--- config.mk ---
export PLATFORM = sky130hd
export DESIGN_NAME = deque_with_search_replace
export DESIGN_NICKNAME = d
export VERILOG_FILES = /design/src/hdl/deq_pkg.sv /design/src/hdl/deq_cell.sv /design/src/hdl/deq_ctrl.sv /design/src/hdl/deque_with_search_replace.sv
export SDC_FILE = /design/constraint.sdc
export NUM_CORES = 1
export LEC_CHECK = 0
export ABC_AREA = 1
export BUFFER_PORTS_ARGS = -buffer_cell sky130_fd_sc_hd__buf_2
export CAP_MARGIN = 20
export CELL_PAD_IN_SITES_DETAIL_PLACEMENT = 0
export CELL_PAD_IN_SITES_GLOBAL_PLACEMENT = 2
export CORE_ASPECT_RATIO = 2
export CORE_UTILIZATION = 41
export DETAILED_ROUTE_END_ITERATION = 12
export PLACE_DENSITY = 0.83
export SYNTH_ARGS = -nofsm -noshare
export SYNTH_HDL_FRONTEND = slang
export SYNTH_SLANG_ARGS = --single-unit
--- constraint.sdc ---
create_clock -name clk -period 5.15 [get_ports clk]
set_clock_uncertainty 0.15 [all_clocks]
set_input_delay 1.2875 -clock clk [delete_from_list [all_inputs] [get_ports clk]]
set_output_delay 1.2875 -clock clk [all_outputs]
set_load 0.01 [all_outputs]
--- src/hdl/deq_pkg.sv ---
// ----------------------------------------------------------------------------
// deq_pkg
// Shared types and constants for the double-ended queue with search and
// replace: command and status codes, cell chain control word, sizes.
// ----------------------------------------------------------------------------
package deq_pkg;

  localparam int DEPTH  = 32;
  localparam int IDX_W  = $clog2(DEPTH);
  localparam int CNT_W  = $clog2(DEPTH + 1);
  localparam int DATA_W = 32;
  localparam int CMD_W  = 3;
  localparam int STS_W  = 3;

  localparam int IN_FIELDS_W  = CMD_W + 2 * DATA_W;
  localparam int IN_W         = ((IN_FIELDS_W + 7) / 8) * 8;
  localparam int OUT_FIELDS_W = STS_W + DATA_W;
  localparam int OUT_W        = ((OUT_FIELDS_W + 7) / 8) * 8;

  typedef enum logic [CMD_W-1:0] {
    CMD_PUSH_FRONT = 3'd0,
    CMD_PUSH_BACK  = 3'd1,
    CMD_POP_FRONT  = 3'd2,
    CMD_POP_BACK   = 3'd3,
    CMD_REPLACE    = 3'd4,
    CMD_DUMP_FWD   = 3'd5,
    CMD_DUMP_BWD   = 3'd6
  } cmd_t;

  typedef enum logic [STS_W-1:0] {
    STS_OK       = 3'd0,
    STS_EMPTY    = 3'd1,
    STS_FULL     = 3'd2,
    STS_NOTFOUND = 3'd3,
    STS_BADCMD   = 3'd4
  } status_t;

  typedef enum logic {
    ST_IDLE,
    ST_WALK
  } state_t;

  typedef enum logic [1:0] {
    CELL_HOLD,
    CELL_SHL,
    CELL_SHR,
    CELL_WRITE
  } cell_mode_t;

  typedef struct packed {
    cell_mode_t               mode;
    logic [IDX_W-1:0]         widx;
    logic                     head_fill;
    logic                     tail_fill;
    logic signed [DATA_W-1:0] fill;
  } chain_ctrl_t;

endpackage

--- src/hdl/deq_cell.sv ---
// ----------------------------------------------------------------------------
// deq_cell
// One storage cell of the entry chain. It holds, takes its left or right
// neighbor's word, or is written when its position is addressed.
// ----------------------------------------------------------------------------
module deq_cell (
  input  logic                              clk,
  input  deq_pkg::chain_ctrl_t              ctrl,
  input  logic [deq_pkg::IDX_W-1:0]         idx,
  input  logic signed [deq_pkg::DATA_W-1:0] left_in,
  input  logic signed [deq_pkg::DATA_W-1:0] right_in,
  output logic signed [deq_pkg::DATA_W-1:0] q
);
  import deq_pkg::*;

  always_ff @(posedge clk) begin
    case (ctrl.mode)
      CELL_SHL: q <= right_in;
      CELL_SHR: q <= left_in;
      CELL_WRITE: begin
        if (ctrl.widx == idx) begin
          q <= ctrl.fill;
        end
      end
      default: q <= q;
    endcase
  end

endmodule

--- src/hdl/deq_ctrl.sv ---
// ----------------------------------------------------------------------------
// deq_ctrl
// Command sequencer: decodes commands, keeps the occupancy, steps the cell
// chain through full rotations for replace and dump, and holds the output word.
// ----------------------------------------------------------------------------
module deq_ctrl (
  input  logic                              clk,
  input  logic                              rst,
  input  logic                              s_tvalid,
  output logic                              s_tready,
  input  logic [deq_pkg::IN_W-1:0]          s_tdata,
  output logic                              m_tvalid,
  input  logic                              m_tready,
  output logic [deq_pkg::OUT_W-1:0]         m_tdata,
  output logic                              m_tlast,
  input  logic signed [deq_pkg::DATA_W-1:0] head_q,
  input  logic signed [deq_pkg::DATA_W-1:0] tail_q,
  output deq_pkg::chain_ctrl_t              chain
);
  import deq_pkg::*;

  localparam logic [IDX_W-1:0] K_LAST = IDX_W'(DEPTH - 1);

  state_t                   state, state_next;
  logic [CNT_W-1:0]         occ, occ_next;
  logic [IDX_W-1:0]         k, k_next;
  logic                     found, found_next;
  cmd_t                     op, op_next;
  logic signed [DATA_W-1:0] val, val_next;
  logic signed [DATA_W-1:0] nval, nval_next;

  logic                     out_valid, out_valid_next;
  status_t                  out_status, out_status_next;
  logic signed [DATA_W-1:0] out_data, out_data_next;
  logic                     out_last, out_last_next;

  cmd_t                     in_cmd;
  logic signed [DATA_W-1:0] in_val;
  logic signed [DATA_W-1:0] in_nval;
  logic                     out_free;
  logic                     in_fire;
  logic                     is_full;
  logic                     is_empty;
  logic                     k_in_occ;
  logic                     k_in_tail;
  logic                     k_is_last;
  logic                     hit;
  logic [CNT_W:0]           k_plus_occ;

  assign in_cmd  = cmd_t'(s_tdata[CMD_W-1:0]);
  assign in_val  = s_tdata[CMD_W +: DATA_W];
  assign in_nval = s_tdata[CMD_W + DATA_W +: DATA_W];

  assign out_free = !out_valid || m_tready;
  assign s_tready = (state == ST_IDLE) && out_free;
  assign in_fire  = s_tvalid && s_tready;

  assign is_full    = (occ == CNT_W'(DEPTH));
  assign is_empty   = (occ == '0);
  assign k_in_occ   = ({{(CNT_W-IDX_W){1'b0}}, k} < occ);
  assign k_plus_occ = {{(CNT_W+1-IDX_W){1'b0}}, k} + {1'b0, occ};
  assign k_in_tail  = (k_plus_occ >= (CNT_W+1)'(DEPTH));
  assign k_is_last  = (k == K_LAST);
  assign hit        = k_in_occ && !found && (head_q == val);

  always_comb begin
    state_next = state;
    case (state)
      ST_IDLE: begin
        if (in_fire && !is_empty && (in_cmd == CMD_REPLACE || in_cmd == CMD_DUMP_FWD ||
                                     in_cmd == CMD_DUMP_BWD)) begin
          state_next = ST_WALK;
        end
      end
      ST_WALK: begin
        if (out_free && k_is_last) begin
          state_next = ST_IDLE;
        end
      end
      default: state_next = ST_IDLE;
    endcase
  end

  always_comb begin
    occ_next        = occ;
    k_next          = k;
    found_next      = found;
    op_next         = op;
    val_next        = val;
    nval_next       = nval;
    out_valid_next  = out_valid && !m_tready;
    out_status_next = out_status;
    out_data_next   = out_data;
    out_last_next   = out_last;
    chain.mode      = CELL_HOLD;
    chain.widx      = occ[IDX_W-1:0];
    chain.head_fill = 1'b0;
    chain.tail_fill = 1'b0;
    chain.fill      = in_val;
    case (state)
      ST_IDLE: begin
        if (in_fire) begin
          out_valid_next  = 1'b1;
          out_status_next = STS_OK;
          out_data_next   = '0;
          out_last_next   = 1'b1;
          op_next         = in_cmd;
          val_next        = in_val;
          nval_next       = in_nval;
          k_next          = '0;
          found_next      = 1'b0;
          case (in_cmd)
            CMD_PUSH_FRONT: begin
              if (is_full) begin
                out_status_next = STS_FULL;
              end else begin
                chain.mode      = CELL_SHR;
                chain.head_fill = 1'b1;
                occ_next        = occ + 1'b1;
              end
            end
            CMD_PUSH_BACK: begin
              if (is_full) begin
                out_status_next = STS_FULL;
              end else begin
                chain.mode = CELL_WRITE;
                occ_next   = occ + 1'b1;
              end
            end
            CMD_POP_FRONT: begin
              if (is_empty) begin
                out_status_next = STS_EMPTY;
              end else begin
                chain.mode = CELL_SHL;
                occ_next   = occ - 1'b1;
              end
            end
            CMD_POP_BACK: begin
              if (is_empty) begin
                out_status_next = STS_EMPTY;
              end else begin
                occ_next = occ - 1'b1;
              end
            end
            CMD_REPLACE, CMD_DUMP_FWD, CMD_DUMP_BWD: begin
              out_valid_next = is_empty;
              out_status_next = STS_EMPTY;
            end
            default: out_status_next = STS_BADCMD;
          endcase
        end
      end
      ST_WALK: begin
        if (out_free) begin
          k_next     = k + 1'b1;
          chain.fill = nval;
          case (op)
            CMD_DUMP_BWD: begin
              chain.mode = CELL_SHR;
              if (k_in_tail) begin
                out_valid_next  = 1'b1;
                out_status_next = STS_OK;
                out_data_next   = tail_q;
                out_last_next   = k_is_last;
              end
            end
            CMD_DUMP_FWD: begin
              chain.mode = CELL_SHL;
              if (k_in_occ) begin
                out_valid_next  = 1'b1;
                out_status_next = STS_OK;
                out_data_next   = head_q;
                out_last_next   = ({{(CNT_W-IDX_W){1'b0}}, k} + 1'b1 == occ);
              end
            end
            default: begin
              chain.mode      = CELL_SHL;
              chain.tail_fill = hit;
              found_next      = found || hit;
              if (k_is_last) begin
                out_valid_next  = 1'b1;
                out_status_next = (found || hit) ? STS_OK : STS_NOTFOUND;
                out_data_next   = '0;
                out_last_next   = 1'b1;
              end
            end
          endcase
        end
      end
      default: ;
    endcase
  end

  always_ff @(posedge clk) begin
    if (rst) begin
      state     <= ST_IDLE;
      occ       <= '0;
      out_valid <= 1'b0;
    end else begin
      state     <= state_next;
      occ       <= occ_next;
      out_valid <= out_valid_next;
    end
  end

  always_ff @(posedge clk) begin
    k          <= k_next;
    found      <= found_next;
    op         <= op_next;
    val        <= val_next;
    nval       <= nval_next;
    out_status <= out_status_next;
    out_data   <= out_data_next;
    out_last   <= out_last_next;
  end

  assign m_tvalid = out_valid;
  assign m_tlast  = out_last;
  assign m_tdata  = {{(OUT_W-OUT_FIELDS_W){1'b0}}, out_data, out_status};

endmodule

--- src/hdl/deque_with_search_replace.sv ---
// ----------------------------------------------------------------------------
// Push and pop are done when the command word is taken; their status word is
// valid in the next cycle. On a non-empty queue, replace and dump rotate the
// whole chain of DEPTH cells, one position per cycle while the output is not
// stalled, and no new command word is taken until the rotation is done.
// Reset is synchronous: it empties the queue and drops the output word;
// the cells themselves are not cleared.
// ----------------------------------------------------------------------------
// deque_with_search_replace
// Bounded double-ended queue of signed words kept in a chain of shift cells,
// front entry in the first cell, with search-and-replace and dump commands.
// ----------------------------------------------------------------------------
module deque_with_search_replace (
  input  logic                      clk,
  input  logic                      rst,
  input  logic                      s_tvalid,
  output logic                      s_tready,
  input  logic [deq_pkg::IN_W-1:0]  s_tdata,   // command, value, new_value
  output logic                      m_tvalid,
  input  logic                      m_tready,
  output logic [deq_pkg::OUT_W-1:0] m_tdata,   // status, data_out
  output logic                      m_tlast
);
  import deq_pkg::*;

  chain_ctrl_t              chain;
  logic signed [DATA_W-1:0] q        [DEPTH];
  logic signed [DATA_W-1:0] left_in  [DEPTH];
  logic signed [DATA_W-1:0] right_in [DEPTH];

  deq_ctrl u_ctrl (
    .clk      (clk),
    .rst      (rst),
    .s_tvalid (s_tvalid),
    .s_tready (s_tready),
    .s_tdata  (s_tdata),
    .m_tvalid (m_tvalid),
    .m_tready (m_tready),
    .m_tdata  (m_tdata),
    .m_tlast  (m_tlast),
    .head_q   (q[0]),
    .tail_q   (q[DEPTH-1]),
    .chain    (chain)
  );

  assign left_in[0]        = chain.head_fill ? chain.fill : q[DEPTH-1];
  assign right_in[DEPTH-1] = chain.tail_fill ? chain.fill : q[0];

  for (genvar i = 0; i < DEPTH; i++) begin : g_cell
    if (i > 0) begin : g_left
      assign left_in[i] = q[i-1];
    end
    if (i < DEPTH - 1) begin : g_right
      assign right_in[i] = q[i+1];
    end
    deq_cell u_cell (
      .clk      (clk),
      .ctrl     (chain),
      .idx      (IDX_W'(i)),
      .left_in  (left_in[i]),
      .right_in (right_in[i]),
      .q        (q[i])
    );
  end

endmodule

# Yosys cells after proc, flatten, opt, wreduce, memory -nomap -nowiden
# Index checks and enable logic that the tools add are counted.
# op_classes
addsub	5
multipliers	0
div_mod_pow	0
n_lt_le_gt_ge	2
n_eq_ne	86
shift	0
mux	127
bitwise_logic	1
reduce_logical	62
# ops
cell	count
$pmux W32 S3	32
$mux W32	39
$pmux W32 S2	2
$eq A5 B5 Y1 const B	17
$reduce_and A2 Y1	34
$mux W33	2
$ne A2 B1 Y1 const B	33
$eq A5 B4 Y1 const B	8
$eq A32 B32 Y1	1
$mux W1	23
$eq A5 B3 Y1 const B	4
$eq A3 B3 Y1 const B	5
$mux W3	5
$mux W2	7
$mux W6	2
$pmux W1 S2	6
$pmux W3 S2	2
$pmux W6 S2	1
$eq A5 B2 Y1 const B	2
$mux W5	2
$pmux W5 S2	1
$reduce_and A5 Y1	2
$pmux W3 S3	1
$logic_and A1 B1 Y1	8
30 further kinds	44
# word_totals
ff_bits	1141
latchBits	0
ram_bits	0
rom_bits	0
inputBits	76
out_inout_bits	43
wordCells	326
mem_count	0

# Logic depth before layout (Yosys ltp)
# depth
word_depth	9
depth_mapped	16
ltp_nobuf	14

# Cells and area by module
# From an unflattened synthesis, not the netlist that was laid out.
# hier_totals
hier_cells	6368
hier_area_um2	64614.5
# by_module_without_submodules
module	instances	cells_each	area_per_inst_um2	seq_area_each_um2
deq_cell at g_cell[20].u_cell ...	20	173	1791.7	960.9
deq_cell at g_cell[0].u_cell ...	12	173	1829.3	960.9
deq_ctrl	1	622	5888.1	3433.3
deque_with_search_replace	1	210	940.9	0.0

# Worst setup path before layout
# OpenSTA, ideal clock, no wires.
# synth_timing
path_kind	input to register
from	input m_tready
to	register g_cell[0].u_cell.q[0] (netlist name), enable pin
setup_time_ns	0.387
arrival_time_ns	3.845
required_ns	4.613
path_slack_ns	0.768
cell_stages	11
n_path_buf	1
path_cell_list	nor2_2 -> nor2_4 -> nand2_2 -> inv_2 -> nand3_1 -> nand2_1 -> inv_2 -> nand3_1 -> clkbuf_1 -> o21ai_0 -> inv_1
# synth_between
elab_chain_cells	8
elab_cells_between_ends	12
classes_between	eq/ne: 4; mux: 3; reduce/logical: 5
# synth_lines
element	line	text
from (decl)	deque_with_search_replace.sv:20	input logic m_tready,
$logic_or A1 B1 Y1 (*)	deq_ctrl.sv:54	assign out_free = !out_valid || m_tready;
$logic_and A1 B1 Y1 (*)	deq_ctrl.sv:55	assign s_tready = (state == ST_IDLE) && out_free;
via s_tready	deque_with_search_replace.sv:17	output logic s_tready,
$logic_and A1 B1 Y1 (*)	deq_ctrl.sv:56	assign in_fire = s_tvalid && s_tready;
$mux W2 (*)	deq_ctrl.sv:102	if (in_fire) begin
$pmux W2 S2 (*)	deq_ctrl.sv:100	case (state)
$eq A2 B2 Y1 / $eq A2 B1 Y1 (equally long branches)	deq_cell.sv:17	case (ctrl.mode)
$ne A2 B1 Y1 (no line) / $reduce_bool A3 Y1 (equally long branches)	--	
$reduce_and A2 Y1 (no line) (*)	--	
to (signal assigned)	deq_cell.sv:18	CELL_SHL: q <= right_in;
to (signal assigned)	deq_cell.sv:19	CELL_SHR: q <= left_in;
to (signal assigned)	deq_cell.sv:22	q <= ctrl.fill;
to (decl)	deq_cell.sv:12	output logic signed [deq_pkg::DATA_W-1:0] q
# The timed path passes the listed nets; every way through them passes the cells marked *.
# A chain may end at the register's enable or synchronous reset.

# Worst setup path after layout
# layout_timing
from	input m_tready
to	register g_cell[13].u_cell.q[9] (netlist name) (data pin)
# layout_between
elab_chain_cells	7
elab_cells_between_ends	13
classes_between	eq/ne: 3; mux: 7; reduce/logical: 3
# layout_lines
element	line
$logic_or A1 B1 Y1 (*)	deq_ctrl.sv:54
$logic_and A1 B1 Y1	deq_ctrl.sv:55
$logic_and A1 B1 Y1	deq_ctrl.sv:56
$mux W2	deq_ctrl.sv:102
$pmux W2 S2	deq_ctrl.sv:100
$eq A2 B2 Y1 / $eq A2 B1 Y1 (equally long branches)	deq_cell.sv:17
$pmux W32 S3 (*)	deq_cell.sv:17
to (signal assigned)	deq_cell.sv:18
to (signal assigned)	deq_cell.sv:19
to (signal assigned)	deq_cell.sv:22
to (decl)	deq_cell.sv:12
# Mark *: on every way between the ends. The rest lies on a longest branch, timed or not. The select of a mux whose other input is x is not followed.

==> impl_metrics.csv <==
group,metric,value,unit
worst_setup_path,critPathLaunch,"m_tready",
die,row_count,187,
cts,cts.hold.buffers_added,0,
placement,place_area,0.05512,mm²
detailed_routing,vias_per_cell,5.218,
run,cap_viol_max_count,0,
die,placeableCoreArea,0.1296,mm²
sta,setup_ws,1.454,ns
synthesis,async_reset_ff_share,0,%
power_and_ir_drop,power_frac_comb,13.8,%
final_layout,final_cell_area,0.05850,mm²
worst_setup_path,rr_startpoint,"u_ctrl.occ[1]",
worst_setup_path,cp_max_fo,90,
synthesis,synth.cell_area,0.05347,mm²
placement,gp_congestion,0.8305,
worst_setup_path,crit_arrival,4.09,ns
cts,tritoncts,"built",
final_layout,nets,5532,
worst_setup_path,r2r_slack,1.50,ns
synthesis,synth_edf_count,1133,
cts,clk_pin_slew,0.06,ns
final_layout,seq_area,0.03418,mm²
detailed_routing,firstDrtPassIters,6,
sta,relSlewSlack,22.72,%
sta,worst_pin_slew,1.159,ns
detailed_routing,wl,132.8,mm
sta,finalHoldViolCount,0,
synthesis,syn_area_per_cell,9.711,µm²
final_layout,fillers,12730,
sta,fin_crit_sh,71.78,%
sta,setup_violations,0,
placement,hpwl,83.25,mm
power_and_ir_drop,peakVddDrop,278.6,µV
min_path,hold_path.class,"flop to flop",
detailed_routing,drc,0,
synthesis,synth_ff_type,"edfxtp_1",
power_and_ir_drop,p_sw,6.458,mW
die,die-area,0.1319,mm²
synthesis,ys_warn_count,0,
worst_setup_path,setup.worst_path.start_class,"input port",
sta,drv_slew,0,
cts,root_buffer,"clkbuf_16",
worst_setup_path,reg2regPathDepth,12,
detailed_routing,via_count,37680,
cts,htreeDepth,3,
worst_setup_path,r2r_end,"g_cell[13].u_cell.q[14]",
final_layout,drive_gt1_share,7.991,%
power_and_ir_drop,switching_share,26.94,%
power_and_ir_drop,p_per_area,409.8,mW/mm²
sta,min_period,3.696,ns
synthesis,synthCells,5506,
final_layout,multi_input_comb_area,0.01633,mm²
die,start_util,41.25,%
synthesis,synth_seq_cells,1141,
worst_setup_path,worstPathCellList,"buf_2, nor2_2, nor2_4, nand2_2, inv_2, nand3_1, nand2_1, nand2_1, nand2_2, nor2_4, buf_12, buf_4, nand2_1, nand3_1",
die,io_pins,119,
power_and_ir_drop,pwr-share-seq,53.0,%
detailed_routing,ant_nets,0,
power_and_ir_drop,p_clk_share,33.2,%
detailed_routing,wl_per_cell,18.40,µm
global_routing,antenna_found_initial,1,
power_and_ir_drop,power_leakage,24.16,nW
power_and_ir_drop,cell_internal_pwr,17.51,mW
placement,pre_cts_slack,0.6886,ns
worst_setup_path,cp_slowest_stage_delay,0.77,ns
cts,clk_latency,0.71,ns
global_routing,grt_pass1_vias,35210,
placement,io_buffers,108,
worst_setup_path,critPathRequiredTime,5.54,ns
run_status,run_status,"complete, no violations",
cts,numClockSinks,1141,
global_routing,grt_pass1_wl,207.8,mm
worst_setup_path,endpoint_kind,"flop",
global_routing,grt.overflow.total,0,
detailed_routing,drtIter0Drc,4105,
cts,post_cts_buffers,0,
worst_setup_path,cpMostUsedCell,"nand2_1",
cts,ctsResizeCount,0,
die,die_h,512.7,µm
sta,grt_setup_unrepaired,"false",
global_routing,track_usage,19.88,%
synthesis,synth-seq-area-share,63.93,%
cts,cts_max_path_buffers,3,
power_and_ir_drop,power,23.97,mW
sta,setup_tns,0,ns
final_layout,syn_to_final_growth,9.412,%
cts,cts_made_buffers,103,
die,die_x,257.4,µm
synthesis,synth.distinct_cells,41,
global_routing,grt_max_degree,223,
worst_setup_path,worstSetupPathType,"input port to flop",
worst_setup_path,cp-endpoint,"g_cell[13].u_cell.q[9]",
worst_setup_path,slowest_stage,"buf_4",
sta,maxClockFrequency,270.5,MHz
==> critical path: cells and delay by family <==
family,cells,cell delay (ns)
AND/OR/NAND/NOR,10,1.49
buffers and inverters,4,1.20
==> layer usage <==
| layer | GRT usage, % | wire, µm | vias to the layer above |
|---|---|---|---|
| met3 | 2.336 | 7235 | 170 |
| met2 | 31.84 | 62760 | 1257 |
| met1 | 28.53 | 59930 | 17860 |
| met4 | 5.350 | 2916 | 0 |
| met5 | 0 | 0 | - |
| li1 | - | - | 18400 |
==> stage by stage <==
stage	hold slack, ns	utilization [%]	cells
floorplan	0.3741	-	5510
global placement	0.3821	42.52	7034
detailed placement	0.3854	42.52	7034
CTS	0.4038	45.13	7220
global route	0.4245	45.13	7221
finish	0.4008	45.13	7221
==> synth_stat cells, types with 2 or more instances <==
cell type  instances  area share, %
nand3_1         1014            9.5
inv_1            226            1.6
or2_0              7          0.082
a21oi_1           43           0.40
o21bai_1           2          0.028
nand4_1           36           0.42
buf_1              2          0.014
buf_4             21           0.29
inv_2              7          0.049
dfxtp_1            8           0.30
nand2_1         2335             16
o21ai_1           18           0.17
edfxtp_1        1133             64
o211ai_1          32           0.45
ha_1              16           0.37
buf_6             35           0.74
a211oi_1           2          0.028
o21ai_0           89           0.83
or2_2             27           0.32
fa_1               2          0.075
nor2_1            76           0.53
nand3_2           25           0.47
buf_2            266            2.5
xor2_1             7           0.11
nor2_4             4          0.084
clkbuf_1          56           0.39
nand2_2            3          0.035
==> cells by family (layout without fill, tap and decap cells) <==
| logic type | count (synthesis) | in the layout | synth area share, % |
|---|---|---|---|
| other | 1 | 6 | 0.007013 |
| AOI/OAI and AO/OA | 190 | 190 | 1.966 |
| xor gates and xnor gates | 8 | 8 | 0.1310 |
| DFF | 1141 | 1141 | 63.93 |
| and+or+nand+nor | 3533 | 3533 | 27.92 |
| buffers and inverters | 615 | 624 | 5.600 |
| adders and majority gates | 18 | 18 | 0.4493 |
==> power groups by stage <==
| stage | logic [mW] | clock network (mW) | registers (mW) |
|---|---|---|---|
| final | 3.31 | 7.96 | 12.7 |
| after detailed placement | 3.37 | 0 | 12.9 |
| after global placement | 3.29 | 0 | 12.8 |
| after global routing | 3.73 | 8.47 | 12.8 |
| after floorplan | 2.30 | 0 | 12.6 |
| after CTS | 3.38 | 8.18 | 12.7 |
==> sequential cells by signal, summed over array words and instances (netlist names), 3 cells and up <==
signal / cells
u_ctrl.occ: 6
g_cell.u_cell.q: 1024
u_ctrl.op: 3
u_ctrl.k: 5
u_ctrl.nval: 32
u_ctrl.out_data: 32
u_ctrl.val: 32
u_ctrl.out_status: 3
==> cells in the final DEF (no fill, tap or decap), drive strengths merged, types with 3 or more instances in the layout <==
master,instances
clkbuf,121
nor2,81
clkinv,52
conb,5
nand2,2338
nor3,3
clkinvlp,4
nand4,36
buf,204
bufinv,13
edfxtp,1133
inv,230
o211ai,32
o21ai,107
xor2,7
dfxtp,8
ha,16
a21oi,43
or2,34
nand3,1039
==> worst min path at each step <==
stage / slack [ns] / cells after the start / startpoint / endpoint
floorplan: 0.37 / 2 / g_cell[9].u_cell.q[0] / g_cell[10].u_cell.q[0]
global placement: 0.38 / 2 / g_cell[11].u_cell.q[28] / g_cell[12].u_cell.q[28]
detailed placement: 0.39 / 2 / g_cell[4].u_cell.q[17] / g_cell[5].u_cell.q[17]
CTS: 0.40 / 2 / g_cell[3].u_cell.q[21] / g_cell[4].u_cell.q[21]
global route: 0.42 / 2 / g_cell[2].u_cell.q[17] / g_cell[3].u_cell.q[17]
finish: 0.40 / 2 / g_cell[3].u_cell.q[21] / g_cell[4].u_cell.q[21]
==> cell type report <==
type	instances	share of cell area, %
Sequential cell	1141	58.43
Clock inverter	65	1.114
Clock buffer	121	4.667
Multi-Input combinational cell	3754	27.92
Inverter	234	1.514
Timing Repair Buffer	204	2.712
Antenna cell	1	0.004278
Tap cell	1701	3.638
Note: power is estimated with default switching activity, not from simulation.
